### src/rtl/triangle_uv_tangent_core_assert.svh
// Assertion macros for the triangle tangent core.
// Used by the top level only; empty bodies when SYNTH is defined.
`ifndef TRIANGLE_UV_TANGENT_CORE_ASSERT_SVH
`define TRIANGLE_UV_TANGENT_CORE_ASSERT_SVH
`ifndef SYNTH
`define TUT_ASSERT_IMP(lbl, ck, rs, ante, cons) \
  lbl: assert property (@(posedge ck) disable iff (rs) (ante) |-> (cons)) \
    else $error("tangent core assertion failed");
`define TUT_ASSERT_NXT(lbl, ck, rs, ante, cons) \
  lbl: assert property (@(posedge ck) disable iff (rs) (ante) |=> (cons)) \
    else $error("tangent core assertion failed");
`else
`define TUT_ASSERT_IMP(lbl, ck, rs, ante, cons)
`define TUT_ASSERT_NXT(lbl, ck, rs, ante, cons)
`endif
`endif

### src/rtl/tut_pkg.sv
// Shared constants for the triangle tangent core.
// No dependencies.
`default_nettype none
package tut_pkg;
  localparam int COORD_WIDTH = 32;
  localparam int FRAC_BITS   = 16;
  localparam int OUT_WIDTH   = 32;
  localparam int MUL_CHUNK   = 16;
  localparam int QUEUE_DEPTH = 2;
  localparam int STEP_BITS   = 5;
  localparam int ROOT_STEPS  = 32;
  localparam int QUOT_BITS   = 32;
  localparam logic [1:0] LAST_CORNER = 2'd2;
endpackage
`default_nettype wire

### src/rtl/tut_queue.sv
// Short job queue between the corner front end and the tangent back end.
// Uses tut_pkg for its depth.
`default_nettype none
module tut_queue #(
  parameter int W = 8
) (
  input  wire logic         clk,
  input  wire logic         rst,
  input  wire logic         wr_valid,
  output logic              wr_ready,
  input  wire logic [W-1:0] wr_data,
  output logic              rd_valid,
  input  wire logic         rd_ready,
  output logic [W-1:0]      rd_data
);
  localparam int D   = tut_pkg::QUEUE_DEPTH;
  localparam int PW  = (D > 1) ? $clog2(D) : 1;
  localparam int CNW = $clog2(D + 1);

  logic [W-1:0]   mem [D];
  logic [PW-1:0]  wptr;
  logic [PW-1:0]  rptr;
  logic [CNW-1:0] count;
  logic           do_wr;
  logic           do_rd;

  assign wr_ready = (count != CNW'(D));
  assign rd_valid = (count != '0);
  assign rd_data  = mem[rptr];
  assign do_wr    = wr_valid && wr_ready;
  assign do_rd    = rd_valid && rd_ready;

  always_ff @(posedge clk) begin
    if (do_wr) begin
      mem[wptr] <= wr_data;
    end
    if (rst) begin
      wptr  <= '0;
      rptr  <= '0;
      count <= '0;
    end else begin
      if (do_wr) begin
        wptr <= (wptr == PW'(D - 1)) ? '0 : wptr + 1'b1;
      end
      if (do_rd) begin
        rptr <= (rptr == PW'(D - 1)) ? '0 : rptr + 1'b1;
      end
      if (do_wr && !do_rd) begin
        count <= count + 1'b1;
      end else if (do_rd && !do_wr) begin
        count <= count - 1'b1;
      end
    end
  end
endmodule
`default_nettype wire

### config.mk
export PLATFORM = sky130hd
export DESIGN_NAME = tut_queue
export DESIGN_NICKNAME = d
export VERILOG_FILES = /design/src/rtl/triangle_uv_tangent_core_assert.svh /design/src/rtl/tut_pkg.sv /design/src/rtl/tut_queue.sv
export SDC_FILE = /design/constraint.sdc
export NUM_CORES = 1
export LEC_CHECK = 0
export ABC_AREA = 1
export BUFFER_PORTS_ARGS = -buffer_cell sky130_fd_sc_hd__buf_2
export CORE_UTILIZATION = 40
export DETAILED_ROUTE_END_ITERATION = 6
export PLACE_DENSITY = 0.69
export SLEW_MARGIN = 15
export SYNTH_ARGS = -nofsm -noshare
export SYNTH_HDL_FRONTEND = slang
export SYNTH_SLANG_ARGS = --single-unit
### constraint.sdc
create_clock -name clk -period 1.49 [get_ports clk]
set_clock_uncertainty 0.2 [all_clocks]
set_input_delay 0.2235 -clock clk [delete_from_list [all_inputs] [get_ports clk]]
set_output_delay 0.2235 -clock clk [all_outputs]
set_load 0.1 [all_outputs]
=== Word level (Yosys, flattened, before mapping) ===
Memory sizes are Yosys's and may differ from the RTL's. A register that Yosys moved wholly into a read port is not among the register bits.
Index checks and enable logic that the tools add are counted.

* Bits in registers: 4
* Memory bits (writable): 16
* Input bits: 12
* Output and inout port bits: 10
* Word-level logic and storage cells: 25
* Memories: 1

{| class="wikitable"
|+ Memory list
! memory !! depth !! width !! read ports !! clocked after memory_dff !! wr ports !! line !! text
|-
| mem || 2 || 8 || 1 || 1 || 1 || tut_queue.sv:20 || <nowiki>logic [W-1:0] mem [D];</nowiki>
|}

* Add/subtract/negate cells: 4
* Equal/unequal tests: 1
* Mux-type cells: 8
* Reduce and logical (&&, ||, !) cells: 8

{| class="wikitable"
|+ Operators with widths
! cell !! count
|-
| $mux W1 || 6
|-
| $logic_and A1 B1 Y1 || 4
|-
| $mux W2 || 2
|-
| $reduce_bool A2 Y1 || 2
|-
| $add A1 B1 Y1 const B || 2
|-
| $add A2 B1 Y2 const B || 1
|-
| $logic_not A1 Y1 || 2
|-
| $ne A2 B2 Y1 const B || 1
|-
| $sub A2 B1 Y2 const B || 1
|}

=== Longest topological paths before layout ===
Gate-level depths: netlist of run 1.

* Depth in word-level cells: 6
* Mapped depth: 11
* Depth with buffers taken out: 11

=== Worst setup path after synthesis of run 1 ===
Ideal clock, no wire load.

* Kind: register -> register
* Start point: reg count[0]
* End point: reg count[1]
* Library setup time: 0.064 ns
* Arrival time: 1.842 ns
* Required time: 1.226 ns
* Setup slack: -0.615 ns
* Cell stages (with the launch flop): 10
* Buffers on the path: 0
* Period minus slack after synthesis: 2.105 ns
* Cells stage by stage: dfxtp_1 inv_2 nand2_1 nand2_1 ha_1 inv_1 nand3_1 nand2_1 inv_1 nor2_1

* Cells in the longest elaborated chain, start to end: 5
* Elaborated cells between the ends (all ways): 13
* Classes of those cells: add/sub (2); eq/ne (1); mux (2); reduce/logical (8)

{| class="wikitable"
|+ Ends and longest elaborated chain
! item !! line !! text
|-
| start: declaration || tut_queue.sv:23 || <nowiki>logic [CNW-1:0] count;</nowiki>
|-
| start signal: assignment || tut_queue.sv:49 || <nowiki>count <= count + 1'b1;</nowiki>
|-
| start signal: assignment || tut_queue.sv:51 || <nowiki>count <= count - 1'b1;</nowiki>
|-
| $reduce_bool A2 Y1 (*) || tut_queue.sv:28 || <nowiki>assign rd_valid = (count != '0);</nowiki>
|-
| via rd_valid || tut_queue.sv:12 || <nowiki>output logic rd_valid,</nowiki>
|-
| $logic_and A1 B1 Y1 (*) || tut_queue.sv:31 || <nowiki>assign do_rd = rd_valid && rd_ready;</nowiki>
|-
| $logic_not A1 Y1 || tut_queue.sv:48 || <nowiki>if (do_wr && !do_rd) begin</nowiki>
|-
| $logic_and A1 B1 Y1 || tut_queue.sv:48 ||
|-
| $mux W2 or $reduce_bool A2 Y1 (tied branches) || - ||
|}

Mark *: on every way through the listed nets, which the timed path passes. The rest lies on a longest branch. The select of a mux whose other input is x is not followed.
A chain may end at the register's enable or synchronous reset.

==> impl_results.md, run 1 <==
- Outcome: finished with violations
- Synth cell types: 17
- Top post-synthesis cells by count: edfxtp_1, mux2_2, nand2_1, nor2_1, inv_1
- DR vias: 610
- Pre-CTS setup slack: 0.0165 ns
- Die Y: 47.4 um
- Max-cap violations: 0
- Area growth from synthesis to layout: 70.6%
- Fin nets: 116
- Share of the synthesized area in the top cell type: 58.2%
- RSZ-0062 raised after global routing: true
- Tmin final: 1.72 ns
- First-pass GRT wire length: 2320 um
- Port Buffers: 21
- Leading area contributor after synthesis: edfxtp_1
- Detailed Route WL: 1730 um
- # DRC: 0
- Htree depth: 1
- Fin worst setup slack: -0.230 ns
- Sum Neg Setup Slack: -1.78 ns
- Filler instances: 145
- Detail Route Antenna Nets: 0
- Final Max Tran Viols: 0
- First-pass DRT Iterations: 4
- Initial antenna violation count: 0
- Most common cell in the synthesized netlist: edfxtp_1
- Min-delay worst type: in -> reg
- Final Hold Vio Count: 0
- CTS Root Cell: clkbuf_4
- Starting DRT DRC Count: 3
- Cell row count: 16
- Multi-input logic area: 305 um^2
- Peak supply drop: 0.00176 V
- Met3 Wirelength: 58 um
- CTS tree: built
- Storage cell area: 589 um^2
- Gr ovfl total: 0
- CP endpoint kind: output pin
- Metal2 WL: 1020 um
- Final cycle utilization of the critical path: 115%
- Die width: 47.4 um
- Largest net degree at the start of global routing: 13
- Clock Latency Late Sink: 0.31 ns
- Post-synth EDFFs: 16
- Drt via density: 4.73
- Mapped Nets: 75
- Asr flop ratio synth: 0%
- Setup Crit Path Kind: reg -> out
- # IOs: 22
- Clock buffer depth: 2
- Diodes inserted: 0
- Primary FF master, synth: edfxtp_1
- Synth Instances: 62
- P per Cell Area: 2090 nW/um^2
- GPL Wtd Cong: 0.685
- Static Leak: 0.582 nW
- Met1 WL: 601 um
- F_max: 581 MHz
- Synth Warn #: 0
- FF-to-FF Start: count[0]$_SDFFE_PP0P_
- Hold Crit Start: rd_ready
- Worst-Margin Slew: 0.179 ns
- Num CTS Buffers: 3
- CP Data Required Time: 1.07 ns
- Synth Area per Inst: 13.3 um^2
- Post-synthesis sequential area ratio: 70.3%
- Mapped Area: 826 um^2
- GRT Total Usage: 15.9%
- Drt wl/cell: 13.4 um
- Initial Util: 42.5%
- R2R depth: 6
- Cell depth of the worst hold path: 3
- Failing checks: negative setup slack
- TritonCTS Sinks: 21
- CP Max Fanout: 4
- Worst Hold Slack: 0.0225 ns
- Max-Slew Margin vs Limit: 88.1%
- Finish-stage setup viols: 8
- DIE AREA: 2250 um^2
- WP data arrival: 1.30 ns
- Final HPWL DP: 1130 um
- FF-to-FF End: mem[0][7]$_DFFE_PP_
- Max Used Layer: met4
- R2R Setup Slk: 0.01 ns
- Layout Utilization: 72.6%
- Share of post-route cells with drive strength above 1: 54.9%
- Vias in the first global route: 555
- Core Area: 1940 um^2
- Dominant cells by area after synthesis: edfxtp_1, dfxtp_1, mux2_2
- Flops & latches, synth: 21
- Startpoint types: flip-flop
- Worst-path clk slew: 0.12 ns
==> worst max-delay path: stages, from the launching register on <==
cell and delay, ns:
dfxtp_2 0.37, buf_6 0.13, mux2_4 0.32, buf_12 0.17
==> timing repair <==
item,4_1_cts,5_1_grt
hold buffers,9,0
pin swaps,0,4
setup buffers,0,1
resized for setup,12,6
setup endpoints to repair,9,12
endpoints found under the hold margin,17,0
gates cloned,0,0
==> placed cells by master, fill, tap and decap left out, drive strengths merged <==
master and n:
dlygate4sd3 9, edfxtp 16, inv 7, o21ai 2
nand3 2, nand4 1, clkbuf 3, clkinv 2
buf 28, a21oi 2, nand2 9, ha 1
nor2 7, dfxtp 5, mux2 8
==> worst max path at each step <==
| stage | slack (ns) | cells after the start | from | end |
|---|---|---|---|---|
| 2_1_floorplan | -0.05 | 9 | count[0]$_SDFFE_PP0P_ | count[1]$_SDFFE_PP0P_ |
| 3_3_place_gp | 0.06 | 9 | count[0]$_SDFFE_PP0P_ | count[1]$_SDFFE_PP0P_ |
| 3_5_place_dp | 0.02 | 10 | count[0]$_SDFFE_PP0P_ | count[1]$_SDFFE_PP0P_ |
| 4_1_cts | -0.22 | 3 | flip-flop | rd_data[1] |
| 5_1_grt | -0.26 | 3 | flip-flop | rd_data[4] |
| 6_report | -0.23 | 3 | flip-flop | rd_data[4] |
==> flip-flops by register name (all words and copies together), names as in the netlist, named ones only <==
register,cells
mem,16
count,2
rptr,1
wptr,1
==> layer usage <==
| layer | global-route usage [%] | up-vias |
|---|---|---|
| met1 | 16.4 | 291 |
| met2 | 30.4 | 20 |
| met3 | 2.64 | 6 |
| met4 | 8.57 | 0 |
| li1 | - | 293 |
| met5 | 0 | - |
==> final cells by class <==
| type | instances | share of cell area [%] |
|---|---|---|
| clock buffers | 3 | 1.60 |
| clock inverters | 1 | 0.355 |
| inverters | 8 | 3.37 |
| multi-input cells | 32 | 21.7 |
| flip-flops and latches | 21 | 41.8 |
| well taps | 27 | 2.40 |
| repair buffers | 37 | 28.8 |
==> cells by family after synthesis <==
logic type | count (synthesis) | synth area share, %
flip-flops | 21 | 70.3
buffers and inverters | 9 | 4.39
adder cells (fa/ha/maj) | 1 | 1.51
multiplexers | 8 | 10.9
AO/OA/AOI/OAI | 4 | 2.42
AND/OR/NAND/NOR | 19 | 10.5
==> report_power, final <==
group	internal, W	switching [W]	total, W	leakage [nW]
sequential	0.000765	0.0000911	0.000856	0.192
clock	0.000100	0.000174	0.000275	0.0177
combinational	0.000706	0.00110	0.00181	0.372
==> per-stage QoR <==
step,total power (W),cells,instance area [um^2]
finish,0.00294,129,1410
global placement,0.00250,115,1230
floorplan,0.00197,62,898
global route,0.00305,129,1410
CTS,0.00289,128,1390
detailed placement,0.00253,115,1230
(Power assumes the default switching activity.)
==> run 2: changes to the inputs <==
--- a/config.mk
+++ b/config.mk
@@ -8,6 +8,7 @@
 export ABC_AREA = 1
 export BUFFER_PORTS_ARGS = -buffer_cell sky130_fd_sc_hd__buf_2
 export CORE_UTILIZATION = 40
+export CTS_BUF_LIST = sky130_fd_sc_hd__clkbuf_8
 export DETAILED_ROUTE_END_ITERATION = 6
 export PLACE_DENSITY = 0.69
 export SLEW_MARGIN = 15
==> run 2 against run 1 <==
  * The run still ends with negative setup slack left
  * Non-clock buffer count shrank 1
  * First-iteration DRC count grew to 3.3 times the previous value
  * Global-route usage grew 0.31 points
  * Sequential power is essentially flat
  * Routed wire length grew 3.2%
  * Critical path type unchanged
==> impl_results.md, run 2 (synthesis gave the netlist of run 1 again) <==
- Area growth from synthesis to layout: 72.9%
- F_max: 605 MHz
- TritonCTS Sinks: 21
- Initial Util: 42.5%
- Net switching power: 0.00138 W
- DIE AREA: 2250 um^2
- Die width: 47.4 um
- Combinational power share: 60.0%
- # DRC: 0
- Met3 global-route usage: 2.26%
- Largest registers: mem (16), count (2)
- CTS Root Cell: clkbuf_8
- Final Hold Vio Count: 0
- GPL Wtd Cong: 0.685
- GRT Total Usage: 16.3%
- Most common cell after layout, fill and taps aside: edfxtp_1
- Crit-path cells: buf_6 -> mux2_4 -> buf_12
- Final HPWL DP: 1130 um
- CTS tree: built
- Cell row count: 16
- Final Non-Filler Cells: 128
- First-pass DRT Iterations: 4
- DR vias: 594
- Pre-CTS setup slack: 0.0165 ns
- Max-Slew Margin vs Limit: 88.2%
- Final Max Tran Viols: 0
- Port Buffers: 21
- Register with the most flip-flops: mem
- Diodes inserted: 0
- Max reg flops: 16
- CP Max Fanout: 4
- Worst-path clk slew: 0.07 ns
- Fin nets: 115
- WP data arrival: 1.23 ns
- Fin worst setup slack: -0.164 ns
- Core Area: 1940 um^2
- Outcome: finished with violations
- Largest net degree at the start of global routing: 13
- Finish-stage setup viols: 9
- Switch share: 45.2%
- Gr ovfl total: 0
- Startpoint types: flip-flop
- Worst-Margin Slew: 0.177 ns
- Static Leak: 0.590 nW
- Storage cell area: 589 um^2
- Share of post-route cells with drive strength above 1: 54.5%
- Drt via density: 4.64
- Clock share of power: 11.8%
- Placed Instances: 115
- Detail Route Antenna Nets: 0
- Peak supply drop: 0.00172 V
- # IOs: 22
- CP Data Required Time: 1.07 ns
- Tmin final: 1.65 ns
- Clock buffer depth: 2
- RSZ-0062 raised after global routing: true
- Final cycle utilization of the critical path: 111%
- Vias in the first global route: 552
- CP endpoint kind: output pin
- Filler instances: 140
- R2R Setup Slk: -0.02 ns
- Detailed Route WL: 1780 um
- Max-cap violations: 0
- Internal Power: 0.00167 W
- Slowest stage delay, CP: 0.35 ns
- P per Cell Area: 2130 nW/um^2
- Setup Crit Path Kind: reg -> out
- Sequential power share: 28.2%
- Num CTS Buffers: 3
- Min-delay worst type: in -> reg
- Commonest non-fill, non-tap cells in the layout: edfxtp_1, buf_2, buf_12
- Area post-placement: 1230 um^2
- First-pass GRT wire length: 2330 um
- Drt wl/cell: 13.9 um
- Initial antenna violation count: 0
- Htree depth: 1
- Post-route design area: 1430 um^2
- Clock Latency Late Sink: 0.26 ns
- Critical-path top delay cell: dfxtp_2
- Met2 Resource Use GR: 31.2%
- Grt met1 use: 16.8%
- Failing checks: negative setup slack
- Worst Hold Slack: 0.0727 ns
- PnR Total Power: 0.00304 W
- Multi-input logic area: 303 um^2
- Die Y: 47.4 um
- Global routing's busiest layer: met2
- Starting DRT DRC Count: 10
## run 2: layout make-up
cell class,instances,area share [%]
Tap cell,27,2.37
Inverter,8,3.33
Clock inverter,1,0.351
Timing Repair Buffer,36,28.6
Clock buffer,3,2.89
Multi-Input combinational cell,32,21.2
Sequential cell,21,41.3
## run 2: stage by stage
step,utilization (%),setup TNS [ns]
final,73.5,-1.24
after global routing,73.5,-1.69
after CTS,71.7,-1.26
after detailed placement,63.2,0
after global placement,63.2,0
after floorplan,-,-0.0811
## run 2: worst max-delay path: cells and delay by family (launching register included)
kind,cells,cell delay [ns]
buf+inv,2,0.30
mux,1,0.32
flops,1,0.35
## run 2: final timing paths
| check | from | end | depth (start not counted) |
|---|---|---|---|
| worst max-delay path | flip-flop | rd_data[4] | 3 |
| worst min-delay path | rst | flip-flop | 4 |
| worst max register to register | count[0]$_SDFFE_PP0P_ | count[1]$_SDFFE_PP0P_ | 10 |
| worst min register to register | count[0]$_SDFFE_PP0P_ | count[0]$_SDFFE_PP0P_ | 1 |
## run 2: what timing repair did
| item | 4_1_cts | 5_1_grt |
|---|---|---|
| gates resized for setup | 11 | 6 |
| cloned | 0 | 0 |
| hold buffers | 8 | 0 |
| setup buffers | 0 | 1 |
| setup endpoints to repair | 8 | 10 |
| pin swaps | 0 | 3 |
| endpoints found under the hold margin | 16 | 0 |
## run 2: power groups by stage
stage	sequential, W	combinational, W	clock (W)
4_1_cts	0.000833	0.00177	0.000373
5_1_grt	0.000867	0.00190	0.000395
6_report	0.000859	0.00182	0.000359
2_1_floorplan	0.000820	0.00115	0
3_5_place_dp	0.000838	0.00170	0
3_3_place_gp	0.000828	0.00167	0
## run 2: metal layers
metal | vias to the layer above | routed length, um
met4 | 0 | 19
met5 | - | 0
met3 | 4 | 48
met2 | 14 | 1120
met1 | 283 | 593
li1 | 293 | -
