**config.mk**
```make
export PLATFORM = sky130hd
export DESIGN_NAME = tut_front
export DESIGN_NICKNAME = d
export VERILOG_FILES = /design/src/rtl/triangle_uv_tangent_core_assert.svh /design/src/rtl/tut_pkg.sv /design/src/rtl/tut_front.sv
export SDC_FILE = /design/constraint.sdc
export NUM_CORES = 1
export LEC_CHECK = 0
export ABC_AREA = 1
export ABC_CLOCK_PERIOD_IN_PS = 26300
export BUFFER_PORTS_ARGS = -buffer_cell sky130_fd_sc_hd__buf_2
export CAP_MARGIN = 5
export CORE_AREA = 2 2 385 234
export CTS_CLUSTER_DIAMETER = 60
export DETAILED_ROUTE_END_ITERATION = 16
export DIE_AREA = 0 0 387 236
export PLACE_DENSITY = 0.61
export SKIP_CTS_REPAIR_TIMING = 1
export SLEW_MARGIN = 0
export SYNTH_ARGS = -nofsm -noshare
export SYNTH_HDL_FRONTEND = slang
export SYNTH_SLANG_ARGS = --single-unit
```
**constraint.sdc**
```tcl
create_clock -name clk -period 26.3 [get_ports clk]
set_clock_uncertainty 0.2 [all_clocks]
set_input_delay 5.26 -clock clk [delete_from_list [all_inputs] [get_ports clk]]
set_output_delay 5.26 -clock clk [all_outputs]
set_load 0.01 [all_outputs]
```
**src/rtl/triangle_uv_tangent_core_assert.svh**
```systemverilog
// Assertion macros for the triangle tangent core.
// Used by the top level only; empty bodies when SYNTH is defined.
`ifndef TRIANGLE_UV_TANGENT_CORE_ASSERT_SVH
`define TRIANGLE_UV_TANGENT_CORE_ASSERT_SVH
`ifndef SYNTH
`define TUT_ASSERT_IMP(lbl, ck, rs, ante, cons) \
  lbl: assert property (@(posedge ck) disable iff (rs) (ante) |-> (cons)) \
    else $error("tangent core assertion failed");
`define TUT_ASSERT_NXT(lbl, ck, rs, ante, cons) \
  lbl: assert property (@(posedge ck) disable iff (rs) (ante) |=> (cons)) \
    else $error("tangent core assertion failed");
`else
`define TUT_ASSERT_IMP(lbl, ck, rs, ante, cons)
`define TUT_ASSERT_NXT(lbl, ck, rs, ante, cons)
`endif
`endif

```
**src/rtl/tut_pkg.sv**
```systemverilog
// Shared constants for the triangle tangent core.
// No dependencies.
`default_nettype none
package tut_pkg;
  localparam int COORD_WIDTH = 32;
  localparam int FRAC_BITS   = 16;
  localparam int OUT_WIDTH   = 32;
  localparam int MUL_CHUNK   = 16;
  localparam int QUEUE_DEPTH = 2;
  localparam int STEP_BITS   = 5;
  localparam int ROOT_STEPS  = 32;
  localparam int QUOT_BITS   = 32;
  localparam logic [1:0] LAST_CORNER = 2'd2;
endpackage
`default_nettype wire

```
**src/rtl/tut_front.sv**
```systemverilog
// Corner front end: holds the first two corners and forms edge and UV deltas.
// Uses tut_pkg; feeds tut_queue.
`default_nettype none
module tut_front #(
  parameter int CW = tut_pkg::COORD_WIDTH
) (
  input  wire logic                 clk,
  input  wire logic                 rst,
  input  wire logic                 uv_present,
  input  wire logic                 in_valid,
  output logic                      in_ready,
  input  wire logic signed [CW-1:0] pos_x,
  input  wire logic signed [CW-1:0] pos_y,
  input  wire logic signed [CW-1:0] pos_z,
  input  wire logic signed [CW-1:0] tex_u,
  input  wire logic signed [CW-1:0] tex_v,
  output logic                      job_valid,
  input  wire logic                 job_ready,
  output logic [10*(CW+1):0]        job_data
);
  localparam int DW = CW + 1;

  logic [1:0]           corner_count;
  logic signed [CW-1:0] p0 [3];
  logic signed [CW-1:0] p1 [3];
  logic signed [CW-1:0] t0 [2];
  logic signed [CW-1:0] t1 [2];
  logic signed [CW-1:0] pin [3];
  logic signed [DW-1:0] e0 [3];
  logic signed [DW-1:0] e1 [3];
  logic signed [DW-1:0] du0, dv0, du1, dv1;
  logic                 third;
  logic                 take;

  function automatic logic signed [DW-1:0] diff(input logic signed [CW-1:0] a,
                                                input logic signed [CW-1:0] b);
    diff = {a[CW-1], a} - {b[CW-1], b};
  endfunction

  assign pin[0] = pos_x;
  assign pin[1] = pos_y;
  assign pin[2] = pos_z;

  always_comb begin
    for (int k = 0; k < 3; k++) begin
      e0[k] = diff(p1[k], p0[k]);
      e1[k] = diff(pin[k], p0[k]);
    end
    du0 = diff(t1[0], t0[0]);
    dv0 = diff(t1[1], t0[1]);
    du1 = diff(tex_u, t0[0]);
    dv1 = diff(tex_v, t0[1]);
  end

  assign third     = (corner_count == tut_pkg::LAST_CORNER);
  assign in_ready  = !third || job_ready;
  assign job_valid = in_valid && third;
  assign take      = in_valid && in_ready;
  assign job_data  = {uv_present, e0[0], e0[1], e0[2], e1[0], e1[1], e1[2],
                      du0, dv0, du1, dv1};

  always_ff @(posedge clk) begin
    if (take && corner_count == 2'd0) begin
      for (int k = 0; k < 3; k++) p0[k] <= pin[k];
      t0[0] <= tex_u;
      t0[1] <= tex_v;
    end
    if (take && corner_count == 2'd1) begin
      for (int k = 0; k < 3; k++) p1[k] <= pin[k];
      t1[0] <= tex_u;
      t1[1] <= tex_v;
    end
    if (rst) begin
      corner_count <= 2'd0;
    end else if (take) begin
      corner_count <= third ? 2'd0 : corner_count + 2'd1;
    end
  end
endmodule
`default_nettype wire

```
=== After elaboration in Yosys (flattened, before gate mapping) ===
Memory sizes are Yosys's and may differ from the RTL's.
Index checks and enable logic that the tools add are counted.
W data, S select, Z words.

* Memories: 4
* Memory bits (writable): 320
* Output and inout bits: 333
* Register bits after elaboration: 2

* Reduce and logical (&&, ||, !) cells: 7
* Mux-type cells: 5
* Equal/unequal tests: 2
* Add/sub/neg operators: 11

{| class="wikitable"
|+ Memories
! name !! words !! width !! rd ports !! clocked after memory_dff !! write ports !! RTL line !! source
|-
| p0 || 3 || 32 || 3 || 0 || 3 || tut_front.sv:24 || <nowiki>logic signed [CW-1:0] p0 [3];</nowiki>
|-
| p1 || 3 || 32 || 3 || 0 || 3 || tut_front.sv:25 || <nowiki>logic signed [CW-1:0] p1 [3];</nowiki>
|-
| t0 || 2 || 32 || 2 || 0 || 2 || tut_front.sv:26 || <nowiki>logic signed [CW-1:0] t0 [2];</nowiki>
|-
| t1 || 2 || 32 || 2 || 0 || 2 || tut_front.sv:27 || <nowiki>logic signed [CW-1:0] t1 [2];</nowiki>
|}

{| class="wikitable"
|+ Operator list
! operator !! number
|-
| $sub A32 B32 Y33 || 10
|-
| $logic_and A1 B1 Y1 || 4
|-
| $mux W1 || 4
|-
| $add A2 B1 Y2 const B || 1
|-
| $eq A2 B1 Y1 const B || 1
|-
| $eq A2 B2 Y1 const B || 1
|-
| $logic_not A2 Y1 || 1
|-
| $mux W2 || 1
|-
| $logic_not A1 Y1 || 1
|-
| $logic_or A1 B1 Y1 || 1
|}

=== Longest topological paths before layout ===
Gate-level depths: netlist of the first run.

* Word-level depth: 7
* Gate-level depth with buffers: 14
* Depth with buffers taken out: 14

=== Least setup slack after synthesis of the first run ===
No wires, ideal clock.

* Path kind: input to register
* Start: in in_valid
* End: reg corner_count[1]
* Data arrival time: 17.279 ns
* Required time: 26.008 ns
* Setup slack: 8.729 ns
* Stages on the path: 4
* Cell sequence: inv_1 nor3_1 o21ai_0 inv_1

* Word-level cells in the longest chain between the ends: 1

{| class="wikitable"
|+ Ends and longest elaborated chain
! item !! RTL line !! source
|-
| start, declared || tut_front.sv:10 || <nowiki>input wire logic in_valid,</nowiki>
|-
| $logic_and A1 B1 Y1 || tut_front.sv:58 || <nowiki>assign take = in_valid && in_ready;</nowiki>
|-
| end signal, assigned || tut_front.sv:76 || <nowiki>corner_count <= third ? 2'd0 : corner_count + 2'd1;</nowiki>
|-
| end, declared || tut_front.sv:23 || <nowiki>logic [1:0] corner_count;</nowiki>
|}

No other way between the ends.
A chain may end at the register's enable or synchronous reset.

=== Worst setup path after layout of the first run ===
* Start: in pos_z[0]
* End: out job_data[156]

* Word-level cells in the longest chain between the ends: 1

{| class="wikitable"
|+ Ends and longest elaborated chain
! item !! RTL line !! source
|-
| start, declared || tut_front.sv:14 || <nowiki>input wire logic signed [CW-1:0] pos_z,</nowiki>
|-
| $sub A32 B32 Y33 || tut_front.sv:37 || <nowiki>diff = {a[CW-1], a} - {b[CW-1], b};</nowiki>
|-
| end, declared || tut_front.sv:19 || <nowiki>output logic [10*(CW+1):0] job_data</nowiki>
|}

No other way between the ends.

==> results of run 1 <==
[sequential cells by signal, summed over array words and instances (netlist names)]
register and cells:
p1 96, t0 64, p0 96, t1 64
corner_count 2
[stage by stage]
stage	total power [W]	worst slack (ns)	hold WS, ns	instances	util
floorplan	0.00116	8.73	0.385	5758	-
global placement	0.00147	13.67	0.450	7426	0.439
detailed placement	0.00147	13.64	0.458	7426	0.439
CTS	0.00207	13.65	0.483	7498	0.455
global route	0.00219	13.39	0.540	7504	0.455
finish	0.00206	13.64	0.484	7505	0.455
[placed cells by master (no fill, tap or decap), drive strengths merged]
| cell type | instances |
|---|---|
| a21o | 10 |
| a21oi | 207 |
| and2 | 20 |
| buf | 502 |
| bufinv | 5 |
| clkbuf | 46 |
| clkinv | 10 |
| clkinvlp | 1 |
| dfxtp | 2 |
| diode | 7 |
| edfxtp | 320 |
| fa | 10 |
| ha | 320 |
| inv | 1442 |
| nand2 | 2546 |
| nand3 | 233 |
| nand3b | 1 |
| nand4 | 40 |
| nor2 | 415 |
| nor3 | 22 |
| o21a | 1 |
| o21ai | 1 |
| o21bai | 10 |
| or2 | 10 |
| xnor2 | 20 |
| xor2 | 130 |
[layer usage]
layer,vias up,share of wire
li1,18297,-
met1,15327,0.52
met2,998,0.38
met3,135,0.086
met4,16,0.022
met5,-,0.00092
[kinds of logic after synthesis]
logic type                 Yosys count
and+or+nand+nor                   3287
buffers and inverters             1440
adders and majority gates          330
DFF                                322
AOI/OAI and AO/OA                  229
xor gates and xnor gates           150
[worst paths after layout]
| kind | start | to | slack [ns] | cells after the start |
|---|---|---|---|---|
| setup / recovery | pos_z[0] | job_data[156] | 13.64 | 16 |
| hold / removal | corner_count[0]$_SDFFE_PP0P_ | corner_count[0]$_SDFFE_PP0P_ | 0.48 | 3 |
| setup reg to reg | corner_count[0]$_SDFFE_PP0P_ | p1[0][63]$_DFFE_PP_ | 23.72 | 4 |
| hold reg to reg | corner_count[0]$_SDFFE_PP0P_ | corner_count[0]$_SDFFE_PP0P_ | 0.48 | 3 |
[worst max-delay path: stages]
cell     delay (ns)
buf_2          0.10
inv_1          0.04
ha_1           0.22
fa_1           0.42
inv_1          0.11
nand2_1        0.05
nand2_1        0.08
nand3_1        0.08
nand2_2        0.11
nand2_1        0.07
nand2_2        0.15
nand2_1        0.10
nand2_1        0.06
nand2_1        0.05
nand2_1        0.13
buf_2          0.16
[cell type report]
cell class / count / area, um2
multi-input combinational: 3996 / 19800
clock buffer: 46 / 1040
tap: 1174 / 1470
inverter: 1432 / 5380
fill: 9500 / 48200
sequential: 322 / 9650
antenna: 7 / 17.5
clock inverter: 26 / 329
timing repair buffer: 502 / 2530
[power by group through the flow]
| stage | Clock [W] | Combinational (W) | Sequential (W) |
|---|---|---|---|
| after CTS | 0.000598 | 0.000860 | 0.000607 |
| final | 0.000584 | 0.000865 | 0.000607 |
| after detailed placement | 0 | 0.000856 | 0.000618 |
| after global placement | 0 | 0.000853 | 0.000617 |
| after global routing | 0.000618 | 0.000961 | 0.000610 |
| after floorplan | 0 | 0.000534 | 0.000628 |
==> metrics.csv, run 1 <==
metric;value;unit
grt.busiest_layer;met1;
grt_util_met1;0.388;
yosysMostFrequentCell;nand2_1;
synth-edff-count;320;
drt-total-wl;118;mm
tightest_slew;0.914;ns
yosysWarnings;0;
portBuffers;495;
final_nets;6789;
ys.flop_type;edfxtp_1;
finalMaxSlewViolations;0;
worstPathMaxFanout;3;
grt_util_all_layers;0.252;
cts_sinks;322;
synthArstFlopShare;0;
status;finished, final reports clean;
rows;85;
drive_gt1_frac;0.102;
detail-route-antenna-nets;0;
synth_top_family_by_area;simple AND/OR/NAND/NOR gates;
synthMuxAreaShare;0;
post-route-period-util;0.481;
avgRoutedWirePerCell;15.7;um
synth_cell_types;26;
rsz0062_at_grt;no;
clkTransAtPathRegs;0.06;ns
cts_buffer_depth;3;
synth.avg_cell_area;6.06;um2
synth.top_cell.area_share;0.276;
htreeDepth;2;
cts_tree;built;
hpwl;103;mm
dpl_cell_area;38800;um2
p_comb_frac;0.421;
worstSkewPairLatency;0.55;ns
cp.required;20.84;ns
synth-seq-cells;322;
antenna_found_initial;22;
cts-root-buf;clkbuf_16;
viasPerCell;4.63;
drtIter0Drc;2758;
core-area;88400;um2
finalInstanceArea;40200;um2
powerDensity;51.1;nW/um2
die_area;91300;um2
pwr-share-clk;0.284;
fin_setup_tns;0;ns
routabilityCongestion;0.972;
synth-simple-area-share;0.374;
cp.arrival;7.20;ns
postSynthCellCount;5758;
ys_top_cells_by_area;edfxtp_1 28%, nand2_1 27%, inv_1 15%;
grt_max_degree;65;
die_w;387;um
p_sw_frac;0.404;
synth-compound-area-share;0.0350;
grt_pass1_vias;31339;
slew_headroom;0.391;
worst_ir_drop_vdd;0.0000484;V
grt_overflow;0;
holdCritPathClass;reg -> reg;
intPower;0.00123;W
max_freq;79.0;MHz
dr.pass1.iters;6;
p_seq_frac;0.295;
min_period;12.66;ns
drc_errors;0;
cp-end-kind;output pin;
p_leak;25.0;nW
critPathKind;in -> out;
use_met2;0.349;
power.switching;0.000831;W
synth_xor_area_frac;0.0377;
grt_pass1_wl;180;mm
netlist_top_cells_count;2489 x nand2_1, 1432 x inv_1, 413 x nor2_1;
netlist_area;34900;um2
groute.layer.met3.usage;0.0593;
maxCapViolations;0;
synth_nets;6253;
cts_buffers;40;
yosysTopAreaCell;edfxtp_1;
ys_seq_area_frac;0.277;
vias;34773;
die_y;236;um
io_pins;498;
start_kind;primary input;
synth_adder_area_share;0.121;
start_util;0.395;
area_growth;15.3;%
finalHoldViolCount;0;
setup_viol;0;
Power figures use the tool's default switching activity.
==> run 2, diff against run 1 <==
ABC_CLOCK_PERIOD_IN_PS = 10900   (was 26300)
PLACE_DENSITY = 0.63   (was 0.61)
clock period = 10.9 ns   (was 26.3 ns; I/O delays follow)
==> run 2 against run 1 <==
Against the previous run:
- die area did not move
- worst hold slack got worse by 0.028 ns
- highest routed layer unchanged
- cell count is essentially flat
- critical path type unchanged
- clock power is 130% higher
- utilization is essentially flat
==> metrics.csv, run 2 (same netlist as run 1, synthesis figures left out) <==
metric;value;unit;change
final_nets;6789;;unchanged
post-route-period-util;0.598;;
final_common_cell;nand2_1;;
powerDensity;123;nW/um2;+140%
drc_errors;0;;unchanged
routabilityCongestion;0.971;;-0.15%
min_to;t0[0][56]$_DFFE_PP_;;
tightest_slew;0.824;ns;-0.0899 ns
area_growth;15.3;%;about the same
die_area;91300;um2;unchanged
worstHoldPathCells;1;;-2
min_from;corner_count[0]$_SDFFE_PP0P_;;
r2r_start;corner_count[1]$_SDFFE_PP0P_;;
start_util;0.395;;unchanged
detail-route-antenna-nets;0;;unchanged
grt_pass1_vias;31751;;+1.3%
cp.arrival;4.14;ns;-3.06 ns
setup_viol;0;;unchanged
n_fill_cell;9457;;-0.45%
worstSkewPairLatency;0.58;ns;+0.03 ns
cts_buffers;41;;+2.5%
cts-root-buf;clkbuf_16;;
drive_gt1_frac;0.102;;+0.000126
holdCritPathClass;reg -> reg;;
die_y;236;um;unchanged
drtIter0Drc;2682;;-2.8%
largestRegisters;p0 x96, p1 x96;;
io_pins;498;;unchanged
reg2reg_to;p0[0][45]$_DFFE_PP_;;
clkTransAtPathRegs;0.06;ns;about the same
cp-end-kind;output pin;;
antenna_found_initial;20;;-9.1%
p_leak;25.0;nW;about the same
fin_setup_tns;0;ns;unchanged
grt_overflow;0;;unchanged
rsz0062_at_grt;no;;
cp.required;8.52;ns;-12.32 ns
status;finished, final reports clean;;
slew_headroom;0.451;;+0.0599
r2r_slack;7.95;ns;-15.77 ns
maxCapViolations;0;;unchanged
die_w;387;um;unchanged
hpwl;103;mm;+0.31%
grt_util_all_layers;0.255;;+0.00245
cts_buffer_depth;3;;unchanged
final_util;0.455;;about the same
finalMaxSlewViolations;0;;unchanged
dp_slack;4.43;ns;-9.21 ns
final_cell_mix;2489 x nand2_1, 1432 x inv_1, 495 x buf_2;;
htreeDepth;2;;unchanged
worstPathMaxFanout;3;;unchanged
rows;85;;unchanged
grt_pass1_wl;182;mm;+1.1%
max_freq;153;MHz;
worst_ir_drop_vdd;0.000105;V;+120%
core-area;88400;um2;unchanged
viasPerCell;4.67;;+0.83%
grt_max_degree;61;;-6.2%
drt-total-wl;119;mm;+0.56%
r2r_cells;3;;-1
avgRoutedWirePerCell;15.8;um;+0.47%
dr.pass1.iters;6;;unchanged
cts_tree;built;;
start_kind;primary input;;
vias;35096;;+0.93%
portBuffers;495;;unchanged
min_period;6.52;ns;
setup_slack;4.38;ns;-9.26 ns
critPathKind;in -> out;;
finalHoldViolCount;0;;unchanged
power;0.00493;W;+140%
cts_sinks;322;;unchanged
[run 2: cell count changes in the layout (fill, tap and decap cells not counted), sizes merged]
cell / delta
clkinvlp: +1
buf: -1
bufinv: -3
clkinv: +9
inv: -2
diode: +5
clkbuf: -2
[run 2: area by class of cell]
type,count,area [um2],area share
multi-input cells,3996,19800,0.492
flip-flops and latches,322,9650,0.240
inverters,1432,5380,0.134
repair buffers,501,2520,0.0627
well taps,1174,1470,0.0365
clock buffers,44,1060,0.0263
clock inverters,31,310,0.00772
diodes,12,30.0,0.000747
[run 2: report_power, final]
| part | total (W) | internal (W) | switching [W] |
|---|---|---|---|
| combinational | 0.00209 | 0.000685 | 0.00141 |
| sequential | 0.00147 | 0.00145 | 0.0000193 |
| clock | 0.00137 | 0.000774 | 0.000598 |
| total | 0.00493 | 0.00291 | 0.00202 |
[run 2: worst max path at each step]
stage          startpoint                           end  cells after the start
2_1_floorplan    in_valid  corner_count[1]$_SDFFE_PP0P_                      4
3_3_place_gp     tex_v[0]                  job_data[24]                     16
3_5_place_dp     tex_v[0]                  job_data[24]                     16
4_1_cts          tex_v[0]                  job_data[32]                     16
5_1_grt          tex_v[0]                  job_data[32]                     16
6_report         tex_v[0]                  job_data[32]                     16
[run 2: worst max-delay path, cell delays in order]
cell and delay, ns:
buf_2 0.09, inv_1 0.04, ha_1 0.23, fa_1 0.44, inv_1 0.17, nand2_1 0.07
nand2_1 0.09, nand3_1 0.10, nand2_1 0.15, nand2_1 0.09, nand2_2 0.12, nand2_1 0.08
nand2_1 0.06, nand2_1 0.04, nand2_1 0.05, buf_2 0.12
[run 2: routing by layer]
layer	global-route usage	wire, um	vias up
met3	0.0458	9310	120
met4	0.0557	2410	12
li1	-	-	18307
met2	0.360	45600	1074
met1	0.396	61200	15583
met5	0	61	-
[run 2: per-stage QoR]
step	area, um2	cells	hold slack (ns)
final	40200	7512	0.456
after global routing	40200	7507	0.477
after CTS	40200	7500	0.463
after detailed placement	38800	7425	0.447
after global placement	38800	7425	0.443
after floorplan	34900	5758	0.416
